**src/rtl/active_weight_table_defines.svh**
```systemverilog
// active_weight_table_defines.svh: assertion macros for the weight table rtl
// depends on nothing; the including module must have i_clk and i_rst_n in scope
`ifndef ACTIVE_WEIGHT_TABLE_DEFINES_SVH
`define ACTIVE_WEIGHT_TABLE_DEFINES_SVH

// same-cycle implication, checked out of reset
`define AWT_ASSERT_SAME(label, ante, cons, msg) \
    label: assert property (@(posedge i_clk) disable iff (!i_rst_n) (ante) |-> (cons)) \
        else $error(msg);

// next-cycle implication, checked out of reset
`define AWT_ASSERT_NEXT(label, ante, cons, msg) \
    label: assert property (@(posedge i_clk) disable iff (!i_rst_n) (ante) |=> (cons)) \
        else $error(msg);

`endif

```
**src/rtl/awt_pkg.sv**
```systemverilog
// awt_pkg: sizes, command codes and sequencer states of the weight table
// depends on nothing
package awt_pkg;

    // table geometry
    localparam int TABLE_SLOTS = 16;
    localparam int ID_LIMIT    = 128;

    // fixed field widths of the command and result beats
    localparam int ID_W     = 8;
    localparam int WEIGHT_W = 32;
    localparam int POS_W    = 4;
    localparam int COUNT_W  = 5;

    // internal widths derived from the geometry
    localparam int SLOT_IW = (TABLE_SLOTS > 1) ? $clog2(TABLE_SLOTS) : 1;
    localparam int CNT_W   = $clog2(TABLE_SLOTS + 1);
    // common width for unsigned compares between fields and counts
    localparam int CMP_W   = 10;

    typedef enum logic {
        CMD_SET     = 1'b0,
        CMD_DISABLE = 1'b1
    } t_cmd;

    typedef enum logic [1:0] {
        ST_IDLE,
        ST_SEARCH,
        ST_SHIFT
    } t_state;

endpackage

```
**src/rtl/awt_ram.sv**
```systemverilog
// awt_ram: generic single write port ram with one registered read port
// depends on nothing
module awt_ram #(
    parameter int WIDTH = 8,
    parameter int DEPTH = 16
) (
    input  logic                                             i_clk,
    input  logic                                             i_we,
    input  logic [((DEPTH > 1) ? $clog2(DEPTH) : 1)-1:0]     i_waddr,
    input  logic [WIDTH-1:0]                                 i_wdata,
    input  logic [((DEPTH > 1) ? $clog2(DEPTH) : 1)-1:0]     i_raddr,
    output logic [WIDTH-1:0]                                 o_rdata
);

    logic [WIDTH-1:0] r_mem [DEPTH];
    logic [WIDTH-1:0] r_rdata;

    // write port
    always_ff @(posedge i_clk) begin
        if (i_we) begin
            r_mem[i_waddr] <= i_wdata;
        end
    end

    // registered read
    always_ff @(posedge i_clk) begin
        r_rdata <= r_mem[i_raddr];
    end

    assign o_rdata = r_rdata;

endmodule

```
**src/rtl/active_weight_table.sv**
```systemverilog
// active_weight_table: top level of the ordered identifier/weight table
// depends on awt_pkg, awt_ram and active_weight_table_defines.svh
//
// Usage:
//   A command beat is taken on a rising edge with start high and busy low.
//   i_command selects set weight (look up i_shape_id, overwrite or append)
//   or disable (remove the entry at i_slot_position, close the gap).
//   Exactly one result beat follows: o_done is high for one cycle with
//   o_ok, o_slot_used and o_active_count; the receiver cannot stall it.
//   Steps: a set scans the ids from position 0 and ends on a hit (overwrite
//   the weight in place) or when the scan passes the active count (then
//   append or reject); a disable in range moves each entry above p down by
//   one place; a disable out of range is answered from idle without a scan.
//   The id scan and the shift both step one entry per cycle through the
//   table memories (one read port, registered read).
//   busy drops in the cycle o_done is shown, so a new beat may be taken then.
//   Reset empties the table (count to zero); entry contents are not cleared
//   and no clearing pass runs, so the block takes commands right after reset.
`include "active_weight_table_defines.svh"

module active_weight_table (
    input  logic                          i_clk,
    input  logic                          i_rst_n,
    input  logic                          start,
    output logic                          busy,
    input  logic                          i_command,
    input  logic [awt_pkg::ID_W-1:0]      i_shape_id,
    input  logic [awt_pkg::WEIGHT_W-1:0]  i_weight_word,
    input  logic [awt_pkg::POS_W-1:0]     i_slot_position,
    output logic                          o_done,
    output logic                          o_ok,
    output logic [awt_pkg::POS_W-1:0]     o_slot_used,
    output logic [awt_pkg::COUNT_W-1:0]   o_active_count
);

    import awt_pkg::*;

    // sequencer and table state
    t_state               r_state, n_state;
    logic [CNT_W-1:0]     r_count, n_count;
    logic [CNT_W-1:0]     r_idx, n_idx;
    logic [CNT_W-1:0]     r_rd_idx, n_rd_idx;
    logic                 r_rd_vld, n_rd_vld;

    // latched command beat
    logic [ID_W-1:0]      r_id, n_id;
    logic [WEIGHT_W-1:0]  r_weight, n_weight;
    logic [SLOT_IW-1:0]   r_pos, n_pos;

    // result beat
    logic                 r_done, n_done;
    logic                 r_ok, n_ok;
    logic [POS_W-1:0]     r_used, n_used;
    logic [COUNT_W-1:0]   r_active, n_active;

    // memory ports
    logic                 id_we, wt_we;
    logic [SLOT_IW-1:0]   mem_waddr, mem_raddr;
    logic [ID_W-1:0]      id_wdata, id_rdata;
    logic [WEIGHT_W-1:0]  wt_wdata, wt_rdata;

    // scan helpers
    logic                 issue;
    logic                 hit;
    logic                 can_append;

    awt_ram #(
        .WIDTH (ID_W),
        .DEPTH (TABLE_SLOTS)
    ) u_id_ram (
        .i_clk   (i_clk),
        .i_we    (id_we),
        .i_waddr (mem_waddr),
        .i_wdata (id_wdata),
        .i_raddr (mem_raddr),
        .o_rdata (id_rdata)
    );

    awt_ram #(
        .WIDTH (WEIGHT_W),
        .DEPTH (TABLE_SLOTS)
    ) u_weight_ram (
        .i_clk   (i_clk),
        .i_we    (wt_we),
        .i_waddr (mem_waddr),
        .i_wdata (wt_wdata),
        .i_raddr (mem_raddr),
        .o_rdata (wt_rdata)
    );

    assign issue      = (r_idx < r_count);
    assign hit        = r_rd_vld && (id_rdata == r_id);
    assign can_append = (CMP_W'(r_id) < CMP_W'(ID_LIMIT)) &&
                        (CMP_W'(r_count) < CMP_W'(TABLE_SLOTS));

    // control state registers
    always_ff @(posedge i_clk) begin
        if (!i_rst_n) begin
            r_state  <= ST_IDLE;
            r_count  <= '0;
            r_rd_vld <= 1'b0;
            r_done   <= 1'b0;
        end else begin
            r_state  <= n_state;
            r_count  <= n_count;
            r_rd_vld <= n_rd_vld;
            r_done   <= n_done;
        end
    end

    // payload registers
    always_ff @(posedge i_clk) begin
        r_idx    <= n_idx;
        r_rd_idx <= n_rd_idx;
        r_id     <= n_id;
        r_weight <= n_weight;
        r_pos    <= n_pos;
        r_ok     <= n_ok;
        r_used   <= n_used;
        r_active <= n_active;
    end

    // next state, memory access and result
    always_comb begin
        n_state   = r_state;
        n_count   = r_count;
        n_idx     = r_idx;
        n_rd_idx  = r_rd_idx;
        n_rd_vld  = r_rd_vld;
        n_id      = r_id;
        n_weight  = r_weight;
        n_pos     = r_pos;
        n_done    = 1'b0;
        n_ok      = r_ok;
        n_used    = r_used;
        n_active  = r_active;
        id_we     = 1'b0;
        wt_we     = 1'b0;
        mem_waddr = r_rd_idx[SLOT_IW-1:0];
        mem_raddr = r_idx[SLOT_IW-1:0];
        id_wdata  = r_id;
        wt_wdata  = r_weight;

        unique case (r_state)
            ST_IDLE: begin
                if (start) begin
                    n_id     = i_shape_id;
                    n_weight = i_weight_word;
                    n_pos    = SLOT_IW'(i_slot_position);
                    n_rd_vld = 1'b0;
                    if (i_command == CMD_SET) begin
                        n_idx   = '0;
                        n_state = ST_SEARCH;
                    end else if (CMP_W'(i_slot_position) < CMP_W'(r_count)) begin
                        n_idx   = CNT_W'(i_slot_position) + CNT_W'(1);
                        n_state = ST_SHIFT;
                    end else begin
                        // position out of range: reject at once
                        n_done   = 1'b1;
                        n_ok     = 1'b0;
                        n_used   = '0;
                        n_active = COUNT_W'(r_count);
                    end
                end
            end

            ST_SEARCH: begin
                if (hit) begin
                    // found: overwrite weight in place
                    wt_we     = 1'b1;
                    mem_waddr = r_rd_idx[SLOT_IW-1:0];
                    n_done    = 1'b1;
                    n_ok      = 1'b1;
                    n_used    = POS_W'(r_rd_idx);
                    n_active  = COUNT_W'(r_count);
                    n_rd_vld  = 1'b0;
                    n_state   = ST_IDLE;
                end else if (!issue) begin
                    // scan exhausted: append or reject
                    n_done   = 1'b1;
                    n_rd_vld = 1'b0;
                    n_state  = ST_IDLE;
                    if (can_append) begin
                        id_we     = 1'b1;
                        wt_we     = 1'b1;
                        mem_waddr = r_count[SLOT_IW-1:0];
                        n_count   = r_count + CNT_W'(1);
                        n_ok      = 1'b1;
                        n_used    = POS_W'(r_count);
                        n_active  = COUNT_W'(r_count + CNT_W'(1));
                    end else begin
                        n_ok     = 1'b0;
                        n_used   = '0;
                        n_active = COUNT_W'(r_count);
                    end
                end else begin
                    // read the next entry, compare it next cycle
                    n_idx    = r_idx + CNT_W'(1);
                    n_rd_idx = r_idx;
                    n_rd_vld = 1'b1;
                end
            end

            ST_SHIFT: begin
                // move the entry read last cycle down by one
                if (r_rd_vld) begin
                    id_we     = 1'b1;
                    wt_we     = 1'b1;
                    mem_waddr = SLOT_IW'(r_rd_idx - CNT_W'(1));
                    id_wdata  = id_rdata;
                    wt_wdata  = wt_rdata;
                end
                if (issue) begin
                    n_idx    = r_idx + CNT_W'(1);
                    n_rd_idx = r_idx;
                    n_rd_vld = 1'b1;
                end else begin
                    n_count  = r_count - CNT_W'(1);
                    n_done   = 1'b1;
                    n_ok     = 1'b1;
                    n_used   = POS_W'(r_pos);
                    n_active = COUNT_W'(r_count - CNT_W'(1));
                    n_rd_vld = 1'b0;
                    n_state  = ST_IDLE;
                end
            end

            default: begin
                n_state = ST_IDLE;
            end
        endcase
    end

    assign busy           = (r_state != ST_IDLE);
    assign o_done         = r_done;
    assign o_ok           = r_ok;
    assign o_slot_used    = r_used;
    assign o_active_count = r_active;

    // checks
    `AWT_ASSERT_SAME(a_count_bound, 1'b1, r_count <= CNT_W'(TABLE_SLOTS),
        "valid count above table size")
    `AWT_ASSERT_SAME(a_done_idle, r_done, r_state == ST_IDLE,
        "result beat shown while sequencer busy")
    `AWT_ASSERT_NEXT(a_accept_progress, start && !busy, busy || r_done,
        "accepted command neither working nor answered")
    `AWT_ASSERT_SAME(a_reject_slot, r_done && !r_ok, r_used == '0,
        "rejected command reports a nonzero slot")

endmodule
```
**config.mk**
```make
export PLATFORM = sky130hd
export DESIGN_NAME = active_weight_table
export DESIGN_NICKNAME = d
export VERILOG_FILES = /design/src/rtl/awt_pkg.sv /design/src/rtl/awt_ram.sv /design/src/rtl/active_weight_table.sv
export VERILOG_INCLUDE_DIRS = /design/src /design/src/rtl
export SDC_FILE = /design/constraint.sdc
export NUM_CORES = 1
export LEC_CHECK = 0
export ABC_AREA = 1
export BUFFER_PORTS_ARGS = -buffer_cell sky130_fd_sc_hd__buf_2
export CORE_ASPECT_RATIO = 0.8
export CORE_MARGIN = 8
export CORE_UTILIZATION = 55
export CTS_BUF_LIST = sky130_fd_sc_hd__clkbuf_8
export CTS_CLUSTER_SIZE = 30
export DETAILED_ROUTE_END_ITERATION = 10
export PLACE_DENSITY = 0.82
export SETUP_SLACK_MARGIN = 0.2
export SKIP_LAST_GASP = 1
export SLEW_MARGIN = 10
export SYNTH_ARGS = -nofsm -noshare
export SYNTH_HDL_FRONTEND = slang
export SYNTH_HIERARCHICAL = 1
export SYNTH_SLANG_ARGS = --single-unit
```
**constraint.sdc**
```tcl
create_clock -name i_clk -period 8.5 [get_ports i_clk]
set_clock_uncertainty 0.05 [all_clocks]
set_input_delay 0 -clock i_clk [delete_from_list [all_inputs] [get_ports i_clk]]
set_output_delay 0 -clock i_clk [all_outputs]
set_load 0.05 [all_outputs]
```
==> out/summary.txt <==
outcome: complete, no violations
final setup TNS: 0 ns
ys async rst share: 0%
Min Clock Period, post-route: 3.70 ns
CP dominant cell by count: nand2_1
maxcap violations: 0
slowest CP cell: nor2_1
Power Total: 2120 µW
Slew Limit Headroom: 21.9%
Psw: 727 µW
GRT Overall Usage: 19.8%
CTS Hold Buffers Added: 16
Worst setup startpoint: r_count[2]
Vias: 6,625
GP Congestion: 0.888
final setup violation count: 0
Arrival @ worst endpoint: 3.74 ns
Internal: 1400 µW
sequential share of the synthesized area: 58.3%
IO buf count: 27
sequential share of power: 49.0%
row cnt: 41
DRT Pass-1 Iters: 8
wire length per cell: 16.0 µm
CP Data Required Time: 8.54 ns
Area Overhead vs Synth: 8.61%
die area: 0.0203 mm²
Post-CTS Setup Repair Bufs: 0
HP Start: i_shape_id[1]
clock power share: 25.2%
critical-path cell list: clkinv_1 > ha_1 > nand2_1 > nand2_1 > nand3_1 > nand3_4 > nand2_1 > o21ai_1 > nand2_1 > o211ai_1 > a21oi_1 > nand3b_1 > nor2_1
post-route antenna net violation count: 0
antenna cell count: 0
Combinational Power Share: 25.8%
Longest Clk Path Bufs: 2
Starting Density: 55.8%
DP HPWL: 12,200 µm
critical-path maximum fanout: 14
nets: 1,061
top cell type's share of synthesized area: 54.5%
Die Y: 129 µm
unrepaired setup endpoints after global routing: no
switch share: 34.3%
dominant cell type by area after synthesis: edfxtp_1
first-pass GRT wire length: 30,500 µm
cell family with most CP delay: simple AND/OR/NAND/NOR gates
CP endpoint kind: flop
main area contributors after synthesis: edfxtp_1, nand2_1, nand3_1
DRT iter0 DRCs: 832
grt ovf: 0
initial antenna violation count: 0
CP peak stage delay: 0.70 ns
Buffers & Inverters on Critical Path: 1
worst r2r src: r_count[2]
yosys warns: 6
Pins Over Slew Limit: 0
Syn Nets: 1,026
Register Area: 0.00511 mm²
Yosys cell types: 40
die width: 157 µm
Syn Inst Count: 961
Power Density: 223 mW/mm²
CTS tree: yes
total of fill cells in the finished design: 1,247
LEAKAGE: 0.00413 µW
Peak Freq: 0.270 GHz
vias in the first global route: 5,985
Multi-input gate area: 0.00283 mm²
Resized Gates After CTS: 0
DRC violations left: 0
CTS HTree Levels: 4
top_reg_cell synth: edfxtp_1
Synth Cell Area: 0.00877 mm²
core area: 0.0157 mm²
number of enable flip-flop cells after synthesis: 159
hold crit path type: input port to flop
CTS root buffer: clkbuf_8
share of cells above drive strength 1: 8.63%
Worst-Margin Slew: 1.16 ns
vias per inst: 5.42
Skew-Pair Late Insertion Delay: 0.47 ns
CTS buffer count: 17
period utilisation layout: 43.6%
clock-pin slew on the worst setup and hold paths: 0.08 ns
worst vdd rail ir drop: 88.7 µV
synthesized flop and latch total: 176
Final Hold Fails: 0
syn_area_per_cell: 9.12 µm²
critical path class: flop to flop
largest net degree at the start of global routing: 70
Startpoint Class: flop
final WL: 19,500 µm
clk sink count: 176
Ports: 60
-- synth_stat cells, drive strengths merged, types with 2 or more instances --
| library cell | n |
|---|---|
| buf | 27 |
| edfxtp | 159 |
| o211ai | 8 |
| dfxtp | 17 |
| o21ai | 36 |
| nand2 | 289 |
| nand3b | 4 |
| xnor2 | 3 |
| nor2 | 57 |
| a31oi | 2 |
| clkinv | 3 |
| nand3 | 128 |
| o22ai | 4 |
| clkbuf | 9 |
| nand4 | 7 |
| a21oi | 27 |
| ha | 17 |
| xor2 | 2 |
| inv | 151 |
| or2 | 3 |
-- power groups by stage --
stage | registers [µW] | logic, µW | clock network [µW]
6_report | 1040 | 549 | 534
3_5_place_dp | 1060 | 530 | 0
4_1_cts | 1040 | 538 | 543
2_1_floorplan | 1080 | 386 | 0
5_1_grt | 1050 | 604 | 572
3_3_place_gp | 1060 | 516 | 0
-- worst reg2reg max path, delay by kind of cell, from the launching register on --
family	cells	cell delay, ns
buffers and inverters	1	0.33
adder cells (fa/ha/maj)	1	0.41
AND/OR/NAND/NOR	8	1.52
AO/OA/AOI/OAI	3	0.55
flip-flops	1	0.46
-- state kept, by name, summed over array words and instances (netlist names), 2 cells and up --
name	count
u_id_ram/o_rdata	8
r_idx	5
r_id	8
u_id_ram/r_mem	128
r_rd_idx	4
r_pos	4
o_active_count	5
r_count	5
o_slot_used	4
r_state	2
-- cell families after synthesis --
group	share of synthesized area, %
simple gates	24.0
buf+inv	9.35
flops	58.4
compound gates	5.41
fa+ha+maj	2.43
xor+xnor	0.500
-- final timing paths --
check / endpoint / slack (ns) / depth (start not counted)
setup / recovery: u_id_ram/r_mem[5][1] / 4.80 / 13
hold / removal: r_id[1] / 0.21 / 2
setup reg to reg: u_id_ram/r_mem[5][1] / 4.80 / 13
hold reg to reg: r_count[3] / 0.46 / 2
-- per-stage QoR --
step / utilization (%) / setup WS [ns] / hold slack, ns / instance area (µm²) / cells
floorplan: - / 5.73 / 0.0489 / 8770 / 961
global placement: 57.3 / 5.01 / 0.128 / 9000 / 1176
detailed placement: 57.3 / 4.95 / 0.130 / 9000 / 1176
CTS: 60.6 / 4.90 / 0.156 / 9520 / 1223
global route: 60.6 / 4.53 / 0.182 / 9520 / 1223
finish: 60.6 / 4.80 / 0.210 / 9520 / 1223
-- routing by layer --
layer | vias to the layer above | track usage [%] | part of all wire (%)
met1 | 3033 | 27.1 | 42
met5 | - | 0 | 0
met3 | 40 | 5.60 | 12
met2 | 333 | 29.5 | 44
li1 | 3219 | - | -
met4 | 0 | 7.49 | 2.0
-- cells in the final DEF, fill, tap and decap left out, types with 3 or more instances in the layout --
cell type,synthesis,layout
inv_2,6,6
o22ai_1,4,4
inv_6,0,5
o21ai_1,8,14
nand3b_1,4,4
xnor2_1,3,3
clkbuf_8,0,17
nor2_1,53,53
nand4_1,7,7
dlygate4sd3_1,0,16
o211ai_1,7,7
buf_4,4,9
ha_1,17,17
dfxtp_1,17,17
buf_2,13,27
o21ai_0,28,22
a21oi_2,3,3
clkinv_1,3,4
nand2_1,287,287
nor2_2,3,3
edfxtp_1,159,159
nand3_1,125,125
a21oi_1,24,24
inv_1,145,145
clkinvlp_4,0,4
-- cell type report --
| cell class | instances | share of cell area [%] |
|---|---|---|
| clock inverters | 14 | 1.37 |
| flip-flops and latches | 176 | 53.7 |
| multi-input cells | 595 | 29.7 |
| inverters | 154 | 6.07 |
| well taps | 215 | 2.83 |
| repair buffers | 52 | 3.81 |
| clock buffers | 17 | 2.46 |
Power figures use the tool's default switching activity.
